[src/hw/rtl/tpf_pkg.sv]
// Shared types and constants for the threshold pulse finder.
// No dependencies; every other file of the block uses this package.
package tpf_pkg;

    // Fixed field widths.
    localparam int SMP_W  = 12;
    localparam int IDX_W  = 12;
    localparam int CHG_W  = 25;
    localparam int DIFF_W = SMP_W + 1;
    localparam int CFG_W  = 12;

    // Configuration register indexes.
    localparam logic [0:0] CFG_THRESHOLD = 1'b0;
    localparam logic [0:0] CFG_BASELINE  = 1'b1;

    // Register reset values.
    localparam logic signed [SMP_W-1:0] THRESHOLD_RST = -12'sd40;
    localparam logic signed [SMP_W-1:0] BASELINE_RST  = 12'sd0;

    // Saturation limits of the running charge sum.
    localparam logic [CHG_W-1:0] CHG_MAX = {1'b0, {(CHG_W-1){1'b1}}};
    localparam logic [CHG_W-1:0] CHG_MIN = {1'b1, {(CHG_W-1){1'b0}}};

    // One classified sample as it travels from the front end to the back end.
    typedef struct packed {
        logic [SMP_W-1:0]  sample;
        logic [DIFF_W-1:0] diff;
        logic [IDX_W-1:0]  idx;
        logic              below;
        logic              above;
        logic              last;
    } t_item;

    // Queue status seen by both ends.
    typedef struct packed {
        logic full;
        logic empty;
    } t_q_stat;

endpackage

[src/hw/rtl/tpf_if.sv]
// Handshake interfaces for the sample request and result request channels.
// Depends on tpf_pkg for the field widths.
interface tpf_in_if;
    logic                              valid;
    logic                              ready;
    logic signed [tpf_pkg::SMP_W-1:0]  sample;
    logic                              last_sample;

    modport source (output valid, output sample, output last_sample, input ready);
    modport sink   (input valid, input sample, input last_sample, output ready);
endinterface

interface tpf_out_if;
    logic                              valid;
    logic                              ready;
    logic [tpf_pkg::IDX_W-1:0]         start_index;
    logic [tpf_pkg::IDX_W-1:0]         peak_index;
    logic signed [tpf_pkg::SMP_W-1:0]  peak_value;
    logic signed [tpf_pkg::CHG_W-1:0]  charge;

    modport source (output valid, output start_index, output peak_index,
                    output peak_value, output charge, input ready);
    modport sink   (input valid, input start_index, input peak_index,
                    input peak_value, input charge, output ready);
endinterface

[src/hw/rtl/tpf_front.sv]
// Front end: accepts samples, numbers them and classifies them against the threshold.
// Depends on tpf_pkg and tpf_in_if.
module tpf_front #(
    parameter int MAX_SAMPLES = 4096
) (
    input  logic                              i_clk,
    input  logic                              i_rst_n,
    tpf_in_if.sink                            i_smp,
    input  logic signed [tpf_pkg::SMP_W-1:0]  i_threshold,
    input  logic signed [tpf_pkg::SMP_W-1:0]  i_baseline,
    input  tpf_pkg::t_q_stat                  i_q_stat,
    output logic                              o_push,
    output tpf_pkg::t_item                    o_item
);
    import tpf_pkg::*;

    localparam int CNT_W = $clog2(MAX_SAMPLES);
    localparam logic [CNT_W-1:0] CNT_LAST = CNT_W'(MAX_SAMPLES - 1);

    logic [CNT_W-1:0] r_cnt;
    logic [CNT_W-1:0] n_cnt;
    logic [IDX_W-1:0] w_idx;

    // The queue takes a request whenever it has room.
    assign i_smp.ready = !i_q_stat.full;
    assign o_push      = i_smp.valid && !i_q_stat.full;

    // Sample index as reported on the result fields.
    generate
        if (CNT_W >= IDX_W) begin : g_idx_trunc
            assign w_idx = r_cnt[IDX_W-1:0];
        end else begin : g_idx_ext
            assign w_idx = {{(IDX_W-CNT_W){1'b0}}, r_cnt};
        end
    endgenerate

    // Classification and pedestal correction of the incoming sample.
    always_comb begin
        o_item.sample = i_smp.sample;
        o_item.diff   = {i_smp.sample[SMP_W-1], i_smp.sample}
                      - {i_baseline[SMP_W-1], i_baseline};
        o_item.idx    = w_idx;
        o_item.below  = i_smp.sample < i_threshold;
        o_item.above  = i_smp.sample > i_threshold;
        o_item.last   = i_smp.last_sample;
    end

    // Sample counter wraps after MAX_SAMPLES samples and restarts after the last sample.
    always_comb begin
        n_cnt = r_cnt;
        if (o_push) begin
            if (i_smp.last_sample || r_cnt == CNT_LAST) begin
                n_cnt = '0;
            end else begin
                n_cnt = r_cnt + 1'b1;
            end
        end
    end

    always_ff @(posedge i_clk) begin
        if (!i_rst_n) begin
            r_cnt <= '0;
        end else begin
            r_cnt <= n_cnt;
        end
    end

endmodule

[src/hw/rtl/tpf_fifo.sv]
// Two-entry queue between the front end and the back end.
// Depends on tpf_pkg for the item and status types.
module tpf_fifo (
    input  logic              i_clk,
    input  logic              i_rst_n,
    input  logic              i_push,
    input  tpf_pkg::t_item    i_item,
    input  logic              i_pop,
    output tpf_pkg::t_item    o_item,
    output tpf_pkg::t_q_stat  o_stat
);
    import tpf_pkg::*;

    t_item      r_mem [2];
    logic       r_wr;
    logic       r_rd;
    logic [1:0] r_cnt;
    logic [1:0] n_cnt;

    assign o_item       = r_mem[r_rd];
    assign o_stat.full  = r_cnt == 2'd2;
    assign o_stat.empty = r_cnt == 2'd0;

    // Occupancy follows pushes and pops.
    always_comb begin
        n_cnt = r_cnt;
        if (i_push && !i_pop) begin
            n_cnt = r_cnt + 2'd1;
        end else if (!i_push && i_pop) begin
            n_cnt = r_cnt - 2'd1;
        end
    end

    // Storage needs no reset.
    always_ff @(posedge i_clk) begin
        if (i_push) begin
            r_mem[r_wr] <= i_item;
        end
    end

    always_ff @(posedge i_clk) begin
        if (!i_rst_n) begin
            r_wr  <= 1'b0;
            r_rd  <= 1'b0;
            r_cnt <= 2'd0;
        end else begin
            if (i_push) begin
                r_wr <= ~r_wr;
            end
            if (i_pop) begin
                r_rd <= ~r_rd;
            end
            r_cnt <= n_cnt;
        end
    end

endmodule

[src/hw/rtl/tpf_back.sv]
// Back end: pulse tracking, peak search, saturating charge sum and result register.
// Depends on tpf_pkg and tpf_out_if.
module tpf_back (
    input  logic              i_clk,
    input  logic              i_rst_n,
    input  tpf_pkg::t_q_stat  i_q_stat,
    input  tpf_pkg::t_item    i_item,
    output logic              o_pop,
    tpf_out_if.source         o_res
);
    import tpf_pkg::*;

    logic                     r_in_pulse;
    logic                     n_in_pulse;
    logic [IDX_W-1:0]         r_start;
    logic signed [SMP_W-1:0]  r_min;
    logic [IDX_W-1:0]         r_min_idx;
    logic [CHG_W-1:0]         r_sum;

    logic                     r_out_valid;
    logic [IDX_W-1:0]         r_out_start;
    logic [IDX_W-1:0]         r_out_peak_idx;
    logic signed [SMP_W-1:0]  r_out_peak;
    logic [CHG_W-1:0]         r_out_charge;

    logic                     w_open;
    logic                     w_act;
    logic                     w_close;
    logic signed [SMP_W-1:0]  w_smp;
    logic signed [SMP_W-1:0]  w_cur_min;
    logic [IDX_W-1:0]         w_cur_min_idx;
    logic [IDX_W-1:0]         w_cur_start;
    logic [CHG_W-1:0]         w_cur_sum;
    logic signed [SMP_W-1:0]  w_new_min;
    logic [IDX_W-1:0]         w_new_min_idx;
    logic [CHG_W:0]           w_sum_wide;
    logic [CHG_W-1:0]         w_new_sum;

    // Take the next request when the result register is free or being drained.
    assign o_pop = !i_q_stat.empty && (!r_out_valid || o_res.ready);

    // One sample step of the discriminator.
    always_comb begin
        w_smp         = $signed(i_item.sample);
        w_open        = !r_in_pulse && i_item.below;
        w_act         = r_in_pulse || w_open;
        w_close       = w_act && i_item.above;
        w_cur_min     = w_open ? '0 : r_min;
        w_cur_min_idx = w_open ? i_item.idx : r_min_idx;
        w_cur_start   = w_open ? i_item.idx : r_start;
        w_cur_sum     = w_open ? '0 : r_sum;

        // Peak moves only on a strictly lower sample, so ties keep the earliest.
        if (w_smp < w_cur_min) begin
            w_new_min     = w_smp;
            w_new_min_idx = i_item.idx;
        end else begin
            w_new_min     = w_cur_min;
            w_new_min_idx = w_cur_min_idx;
        end

        // Saturating accumulation: overflow shows as differing top two bits.
        w_sum_wide = {w_cur_sum[CHG_W-1], w_cur_sum}
                   + {{(CHG_W+1-DIFF_W){i_item.diff[DIFF_W-1]}}, i_item.diff};
        if (w_sum_wide[CHG_W] != w_sum_wide[CHG_W-1]) begin
            w_new_sum = w_sum_wide[CHG_W] ? CHG_MIN : CHG_MAX;
        end else begin
            w_new_sum = w_sum_wide[CHG_W-1:0];
        end

        // A pulse stays open until it closes or the waveform ends.
        n_in_pulse = r_in_pulse;
        if (o_pop) begin
            n_in_pulse = w_act && !i_item.above && !i_item.last;
        end
    end

    // Pulse tracking state; only the open flag needs a reset.
    always_ff @(posedge i_clk) begin
        if (!i_rst_n) begin
            r_in_pulse <= 1'b0;
        end else begin
            r_in_pulse <= n_in_pulse;
        end
    end

    always_ff @(posedge i_clk) begin
        if (o_pop && w_act) begin
            r_start   <= w_cur_start;
            r_min     <= w_new_min;
            r_min_idx <= w_new_min_idx;
            r_sum     <= w_new_sum;
        end
    end

    // Result register toward the output channel.
    always_ff @(posedge i_clk) begin
        if (!i_rst_n) begin
            r_out_valid <= 1'b0;
        end else if (o_pop && w_close) begin
            r_out_valid <= 1'b1;
        end else if (o_res.ready) begin
            r_out_valid <= 1'b0;
        end
    end

    always_ff @(posedge i_clk) begin
        if (o_pop && w_close) begin
            r_out_start    <= w_cur_start;
            r_out_peak_idx <= w_new_min_idx;
            r_out_peak     <= w_new_min;
            r_out_charge   <= w_new_sum;
        end
    end

    assign o_res.valid       = r_out_valid;
    assign o_res.start_index = r_out_start;
    assign o_res.peak_index  = r_out_peak_idx;
    assign o_res.peak_value  = r_out_peak;
    assign o_res.charge      = $signed(r_out_charge);

endmodule

[src/hw/rtl/threshold_pulse_finder_top.sv]
// Threshold pulse finder: an accepted sample goes through the queue, and its result through the result register;
// throughput is one sample per cycle, set by the back end's one-step accumulator, unless results stall.
// The two-entry queue lets the front end keep taking samples while a result waits.
// Reset (synchronous, active low) sets threshold to -40 and baseline to 0, clears the sample
// counter, empties the queue, closes any open pulse and drops a pending result.
// Depends on tpf_pkg, tpf_if, tpf_front, tpf_fifo and tpf_back.
module threshold_pulse_finder_top #(
    parameter int MAX_SAMPLES = 4096
) (
    input  logic                           i_clk,
    input  logic                           i_rst_n,
    tpf_in_if.sink                         i_smp,
    tpf_out_if.source                      o_res,
    input  logic                           i_cfg_we,
    input  logic [0:0]                     i_cfg_index,
    input  logic [tpf_pkg::CFG_W-1:0]      i_cfg_data
);
    import tpf_pkg::*;

    logic signed [SMP_W-1:0] r_threshold;
    logic signed [SMP_W-1:0] r_baseline;

    logic     w_push;
    logic     w_pop;
    t_item    w_front_item;
    t_item    w_back_item;
    t_q_stat  w_q_stat;

    // Configuration registers.
    always_ff @(posedge i_clk) begin
        if (!i_rst_n) begin
            r_threshold <= THRESHOLD_RST;
            r_baseline  <= BASELINE_RST;
        end else if (i_cfg_we) begin
            unique case (i_cfg_index)
                CFG_THRESHOLD: r_threshold <= $signed(i_cfg_data[SMP_W-1:0]);
                CFG_BASELINE:  r_baseline  <= $signed(i_cfg_data[SMP_W-1:0]);
                default:       r_threshold <= r_threshold;
            endcase
        end
    end

    tpf_front #(
        .MAX_SAMPLES (MAX_SAMPLES)
    ) u_front (
        .i_clk       (i_clk),
        .i_rst_n     (i_rst_n),
        .i_smp       (i_smp),
        .i_threshold (r_threshold),
        .i_baseline  (r_baseline),
        .i_q_stat    (w_q_stat),
        .o_push      (w_push),
        .o_item      (w_front_item)
    );

    tpf_fifo u_fifo (
        .i_clk   (i_clk),
        .i_rst_n (i_rst_n),
        .i_push  (w_push),
        .i_item  (w_front_item),
        .i_pop   (w_pop),
        .o_item  (w_back_item),
        .o_stat  (w_q_stat)
    );

    tpf_back u_back (
        .i_clk    (i_clk),
        .i_rst_n  (i_rst_n),
        .i_q_stat (w_q_stat),
        .i_item   (w_back_item),
        .o_pop    (w_pop),
        .o_res    (o_res)
    );

    // The back end never takes from an empty queue.
    a_pop_nonempty: assert property (@(posedge i_clk) disable iff (!i_rst_n)
        w_pop |-> !w_q_stat.empty)
        else $error("pop from empty queue");

    // A drained result with no new sample behind it leaves the output empty.
    a_drain: assert property (@(posedge i_clk) disable iff (!i_rst_n)
        (o_res.valid && o_res.ready && !w_pop) |=> !o_res.valid)
        else $error("result repeated after being taken");

    // The reported peak is never above zero.
    a_peak_nonpos: assert property (@(posedge i_clk) disable iff (!i_rst_n)
        o_res.valid |-> (o_res.peak_value[SMP_W-1] || o_res.peak_value == '0))
        else $error("positive peak value reported");

    // A full queue, the only reason to refuse a sample, stays full until the back end pops an entry.
    a_ready_full: assert property (@(posedge i_clk) disable iff (!i_rst_n)
        (w_q_stat.full && !w_pop) |=> w_q_stat.full)
        else $error("queue lost an entry without a pop");

endmodule

[src/flat_wrapper.sv]
// flat-port wrapper written by rule: the top's interface ports become plain ports
module threshold_pulse_finder_top_flat import tpf_pkg::*;
#(
    parameter int MAX_SAMPLES = 4096
)
  (i_clk, i_rst_n, i_cfg_we, i_cfg_index, i_cfg_data, i_smp_valid, i_smp_sample, i_smp_last_sample, i_smp_ready, o_res_valid, o_res_start_index, o_res_peak_index, o_res_peak_value, o_res_charge, o_res_ready);
  tpf_in_if i_smp_i ();
  tpf_out_if o_res_i ();
  input  logic i_clk;
  input  logic i_rst_n;
  input  logic i_cfg_we;
  input  logic [0:0] i_cfg_index;
  input  logic [tpf_pkg::CFG_W-1:0] i_cfg_data;
  input wire logic [$bits(i_smp_i.valid)-1:0] i_smp_valid;
  input wire logic [$bits(i_smp_i.sample)-1:0] i_smp_sample;
  input wire logic [$bits(i_smp_i.last_sample)-1:0] i_smp_last_sample;
  output wire logic [$bits(i_smp_i.ready)-1:0] i_smp_ready;
  output wire logic [$bits(o_res_i.valid)-1:0] o_res_valid;
  output wire logic [$bits(o_res_i.start_index)-1:0] o_res_start_index;
  output wire logic [$bits(o_res_i.peak_index)-1:0] o_res_peak_index;
  output wire logic [$bits(o_res_i.peak_value)-1:0] o_res_peak_value;
  output wire logic [$bits(o_res_i.charge)-1:0] o_res_charge;
  input wire logic [$bits(o_res_i.ready)-1:0] o_res_ready;
  assign i_smp_i.valid = i_smp_valid;
  assign i_smp_i.sample = i_smp_sample;
  assign i_smp_i.last_sample = i_smp_last_sample;
  assign i_smp_ready = i_smp_i.ready;
  assign o_res_valid = o_res_i.valid;
  assign o_res_start_index = o_res_i.start_index;
  assign o_res_peak_index = o_res_i.peak_index;
  assign o_res_peak_value = o_res_i.peak_value;
  assign o_res_charge = o_res_i.charge;
  assign o_res_i.ready = o_res_ready;
  threshold_pulse_finder_top #(.MAX_SAMPLES(MAX_SAMPLES)) u_core (.i_clk(i_clk), .i_rst_n(i_rst_n), .i_smp(i_smp_i), .o_res(o_res_i), .i_cfg_we(i_cfg_we), .i_cfg_index(i_cfg_index), .i_cfg_data(i_cfg_data));
endmodule
[config.mk]
export PLATFORM = sky130hd
export DESIGN_NAME = threshold_pulse_finder_top_flat
export DESIGN_NICKNAME = d
export VERILOG_FILES = /design/src/hw/rtl/tpf_pkg.sv /design/src/hw/rtl/tpf_if.sv /design/src/hw/rtl/tpf_front.sv /design/src/hw/rtl/tpf_fifo.sv /design/src/hw/rtl/tpf_back.sv /design/src/hw/rtl/threshold_pulse_finder_top.sv /design/src/flat_wrapper.sv
export SDC_FILE = /design/constraint.sdc
export NUM_CORES = 1
export LEC_CHECK = 0
export ABC_AREA = 1
export BUFFER_PORTS_ARGS = -buffer_cell sky130_fd_sc_hd__buf_2
export CELL_PAD_IN_SITES_DETAIL_PLACEMENT = 2
export CELL_PAD_IN_SITES_GLOBAL_PLACEMENT = 2
export CORE_MARGIN = 2
export CORE_UTILIZATION = 35
export DETAILED_ROUTE_END_ITERATION = 6
export PLACE_DENSITY = 0.89
export REMOVE_ABC_BUFFERS = 1
export SLEW_MARGIN = 20
export SYNTH_ARGS = -nofsm -noshare
export SYNTH_HDL_FRONTEND = slang
export SYNTH_SLANG_ARGS = --single-unit
[constraint.sdc]
create_clock -name i_clk -period 3.72 [get_ports i_clk]
set_input_delay 0.186 -clock i_clk [delete_from_list [all_inputs] [get_ports i_clk]]
set_output_delay 0.186 -clock i_clk [all_outputs]
set_load 0.03 [all_outputs]
==> flow_summary.rst <==
.. list-table::
   :header-rows: 1

   * - Metric
     - Value
   * - Highest cell delay on the worst timing path
     - 420 ps
   * - Crit path setup slack, layout
     - about 110 ps
   * - Pins over their slew limit
     - 0
   * - Highest clock rate
     - 277 MHz
   * - Average instance area after synthesis
     - 9.46 um^2
   * - CTS H-tree lvls
     - 1
   * - Most area-consuming cells after synthesis
     - sky130_fd_sc_hd__edfxtp_1 (50%), sky130_fd_sc_hd__nand2_1 (12%), sky130_fd_sc_hd__dfxtp_1 (7.1%)
   * - Worst slack at placement
     - -84.1 ps
   * - First-pass GRT wire length
     - approximately 65000 um
   * - Final setup violation count
     - 0
   * - CTS Buf Count
     - 29
   * - Final global-route overflow total
     - 0
   * - DR WL/cell
     - 21.6 um
   * - Slew Limit Headroom
     - 46.3%
   * - CP arrival
     - around 4000 ps
   * - Number of nets still failing antenna checks after routing
     - 0
   * - Clk_lat worst skew
     - 580 ps
   * - Biggest area consumer among synthesized cells
     - sky130_fd_sc_hd__edfxtp_1
   * - Register area share after synthesis
     - 56.9%
   * - Worst Path Required
     - 4160 ps
   * - Initial DRC Count
     - 449
   * - Placed cell count
     - 1819
   * - Reported max-cap violation count
     - 0
   * - CTS root buf
     - sky130_fd_sc_hd__clkbuf_16
   * - Detailed-router iteration count before antenna repair
     - 6
   * - Initial antenna violation count
     - 0
   * - Detailed-placement wirelength estimate
     - 28000 um
   * - Worst Skew
     - 24.9 ps
   * - Library cell appearing most often on the critical path
     - sky130_fd_sc_hd__nand2_1
   * - Total standard cell area after synthesis
     - 12200 um^2
   * - Kind of start point of the critical path
     - flop
   * - Portion of the clock cycle consumed by the worst path in the final layout
     - 97.1%
   * - Cell at the slowest stage of the critical path
     - sky130_fd_sc_hd__ha_2
   * - Final wirelength
     - 41100 um
   * - Die H
     - 191 um
   * - Clock net sink count
     - between 200 and 250
   * - Worst hold slack
     - 20.1 ps
   * - Hold crit path type
     - in2reg
   * - Crit path cell chain
     - buf_4 -> nand2_1 -> nand3_2 -> buf_6 -> nand2_1 -> ha_2 -> a21oi_1 -> o21ai_0 -> nor2_2 -> nand2_1 -> nand2_8 -> nand3_1 -> nand2_1
   * - Yosys top cell area share
     - 49.8%
   * - Proportion of register bits with asynchronous set or reset after synthesis
     - 0%
   * - Max Root-Sink Buffers
     - 3
   * - Routability congestion estimate
     - 0.864
   * - Number of different library cells in the post-synthesis netlist
     - 46
   * - Standard-cell rows
     - 68
   * - Pin slew with the least headroom to its limit
     - a little over 800 ps
   * - DRC
     - 0
   * - Most common flop cell mapped by yosys
     - sky130_fd_sc_hd__edfxtp_1
   * - Number of warning messages in the yosys log
     - 0
   * - Area delta synth->final
     - 18.8%
   * - Fraction of layout instances using a drive strength above 1
     - 13.7%
   * - Number of enable-type register cells in the synthesized netlist
     - 202
   * - Number of global-route vias before repair
     - 11300
   * - Sum Neg Setup Slack
     - 0 ps
   * - Area of the die
     - around 36000 um^2
   * - Pin count of the biggest net entering global routing
     - 38
   * - Met2 Track Usage GR
     - 43.2%
   * - Time the final worst path needs with I/O delays and setup
     - 3610 ps
   * - Flip-flop and latch count after synthesis
     - between 200 and 250
   * - Busiest layer in global routing
     - met2
   * - Area of the core
     - 34400 um^2
   * - IO buf count
     - 93
   * - Global Route Usage Sum
     - about 23%
   * - Capturing element type of the critical path
     - flop
   * - Area of all sequential standard cells
     - 6930 um^2
   * - X dimension of the die
     - 191 um
   * - Ratio of routed vias to standard cells
     - about 5.2
   * - IO Count
     - 94
   * - Run status
     - completed
   * - Starting density of the core
     - 35.4%
   * - Critical path type
     - reg2reg
   * - ANT cells
     - 0
   * - Number of non-filler instances in the completed layout
     - 1901
   * - Multi-input gate area
     - 4620 um^2
   * - GR Layer Usage met3
     - between 3 and 4%
   * - CP max FO
     - 37
   * - Number of vias in the routed layout
     - between 9000 and 10000
   * - Met1 layer usage reported by global route
     - 26.3%
   * - CTS tree
     - built
   * - Net count, final
     - 1519
   * - Clock transition at the registers of the reported paths
     - 60 ps
   * - Final hold viol count
     - 0
   * - Fillers
     - 3727
   * - Number of instances in the synthesized netlist
     - 1288
==> metal layers <==
metal	wire [um]	vias to the layer above
met4	1410	0
met5	0	-
met2	21700	225
li1	-	4573
met3	1460	90
met1	16500	5005
==> area by class of cell <==
| class | instances | share of cell area, % |
|---|---|---|
| clock inverter | 14 | 1.13 |
| timing repair buffer | 138 | 6.04 |
| sequential | 245 | 47.9 |
| multi-input combinational | 864 | 31.9 |
| inverter | 146 | 3.80 |
| tap | 455 | 3.93 |
| clock buffer | 39 | 5.34 |
==> stage by stage <==
step	instance area, um^2	util [%]
after global routing	14500	42.1
after detailed placement	13200	38.4
after floorplan	12000	-
after CTS	14400	42.0
final	14500	42.1
after global placement	13200	38.4
==> placed cells by master, fill, tap and decap left out, types with 4 or more instances in the layout <==
| master | synthesis | final |
|---|---|---|
| sky130_fd_sc_hd__a21oi_1 | 66 | 65 |
| sky130_fd_sc_hd__buf_2 | 10 | 93 |
| sky130_fd_sc_hd__buf_4 | 5 | 17 |
| sky130_fd_sc_hd__clkbuf_1 | 14 | 9 |
| sky130_fd_sc_hd__clkbuf_16 | 0 | 29 |
| sky130_fd_sc_hd__clkinv_1 | 1 | 4 |
| sky130_fd_sc_hd__dfxtp_1 | 43 | 42 |
| sky130_fd_sc_hd__dlygate4sd3_1 | 0 | 27 |
| sky130_fd_sc_hd__edfxtp_1 | 202 | 202 |
| sky130_fd_sc_hd__ha_1 | 62 | 61 |
| sky130_fd_sc_hd__inv_1 | 143 | 142 |
| sky130_fd_sc_hd__nand2_1 | 398 | 398 |
| sky130_fd_sc_hd__nand2_2 | 14 | 12 |
| sky130_fd_sc_hd__nand3_1 | 76 | 75 |
| sky130_fd_sc_hd__nand4_1 | 12 | 12 |
| sky130_fd_sc_hd__nor2_1 | 87 | 83 |
| sky130_fd_sc_hd__nor2_2 | 3 | 4 |
| sky130_fd_sc_hd__nor2_4 | 3 | 6 |
| sky130_fd_sc_hd__nor3_1 | 14 | 14 |
| sky130_fd_sc_hd__o211ai_1 | 11 | 11 |
| sky130_fd_sc_hd__o21ai_0 | 46 | 46 |
| sky130_fd_sc_hd__o21bai_1 | 6 | 6 |
| sky130_fd_sc_hd__xnor2_1 | 10 | 10 |
| sky130_fd_sc_hd__xor2_1 | 19 | 19 |
==> logic make-up (layout without fill, tap and decap cells) <==
kind of cell	count (synthesis)	in the layout	share of synthesized area (%)
compound gates	146	146	6.76
simple gates	624	624	21.6
xor+xnor	29	29	2.08
flops	245	245	56.9
mux	1	1	0.0822
buf+inv	179	337	5.96
fa+ha+maj	64	64	6.70
==> critical path: cells and delay by family (launching register included) <==
kind            cells  cell delay [ps]
buf+inv             2              470
fa+ha+maj           1              420
simple gates        8             1700
compound gates      2              480
flops               1              390
==> Yosys cell counts (2+ instances only) <==
master / number
sky130_fd_sc_hd__fa_1: 2
sky130_fd_sc_hd__nor4_1: 2
sky130_fd_sc_hd__buf_4: 5
sky130_fd_sc_hd__o211ai_1: 11
sky130_fd_sc_hd__edfxtp_1: 202
sky130_fd_sc_hd__xnor2_1: 10
sky130_fd_sc_hd__buf_6: 3
sky130_fd_sc_hd__a21oi_1: 66
sky130_fd_sc_hd__a21oi_2: 2
sky130_fd_sc_hd__ha_1: 62
sky130_fd_sc_hd__and2_1: 2
sky130_fd_sc_hd__inv_1: 143
sky130_fd_sc_hd__o21ai_0: 46
sky130_fd_sc_hd__o21a_1: 2
sky130_fd_sc_hd__nor2_1: 87
sky130_fd_sc_hd__buf_2: 10
sky130_fd_sc_hd__nand2_2: 14
sky130_fd_sc_hd__nor3b_1: 3
sky130_fd_sc_hd__clkbuf_1: 14
sky130_fd_sc_hd__nand4_1: 12
sky130_fd_sc_hd__nand2_1: 398
sky130_fd_sc_hd__a21o_1: 3
sky130_fd_sc_hd__nor2_4: 3
sky130_fd_sc_hd__o21bai_1: 6
sky130_fd_sc_hd__nand3_1: 76
sky130_fd_sc_hd__nor2_2: 3
sky130_fd_sc_hd__dfxtp_1: 43
sky130_fd_sc_hd__o21ai_2: 3
sky130_fd_sc_hd__nor3_1: 14
sky130_fd_sc_hd__xor2_1: 19
sky130_fd_sc_hd__or2_2: 3
sky130_fd_sc_hd__inv_2: 2
sky130_fd_sc_hd__nand3_2: 4
==> worst paths after layout <==
check	cells after the start	end	slack [ps]	startpoint
setup / recovery	13	u_core.u_back.o_res.peak_value[4]	110	flop
hold reg to reg	2	u_core.r_baseline[6]	460	u_core.r_baseline[6]
hold / removal	3	u_core.u_back.o_res.valid	20	o_res_ready
setup reg to reg	13	u_core.u_back.o_res.peak_value[4]	110	flop
==> what timing repair did <==
item | CTS | global route
hold endpoints to repair | 50 | 0
buffers inserted | 0 | 2
pin swaps | 1 | 3
setup endpoints to repair | 54 | 96
hold buffers | 27 | 0
resized for setup | 7 | 8
==> registers in the layout, summed over array words and instances, names as in the netlist, named ones only <==
name	count
u_core.r_baseline	12
u_core.r_threshold	12
u_core.u_back.o_res.charge	25
u_core.u_back.o_res.peak_index	12
u_core.u_back.o_res.peak_value	12
u_core.u_back.o_res.start_index	12
u_core.u_back.o_res.valid	1
u_core.u_back.r_in_pulse	1
u_core.u_back.r_min	12
u_core.u_back.r_min_idx	12
u_core.u_back.r_start	12
u_core.u_back.r_sum	25
u_core.u_fifo.r_cnt	2
u_core.u_fifo.r_mem	80
u_core.u_fifo.r_rd	1
u_core.u_fifo.r_wr	1
u_core.u_front.r_cnt	12
Power is left out: the tool's default activity adds up to more than one toggle a clock period on the data nets, which glitch-free logic cannot reach.
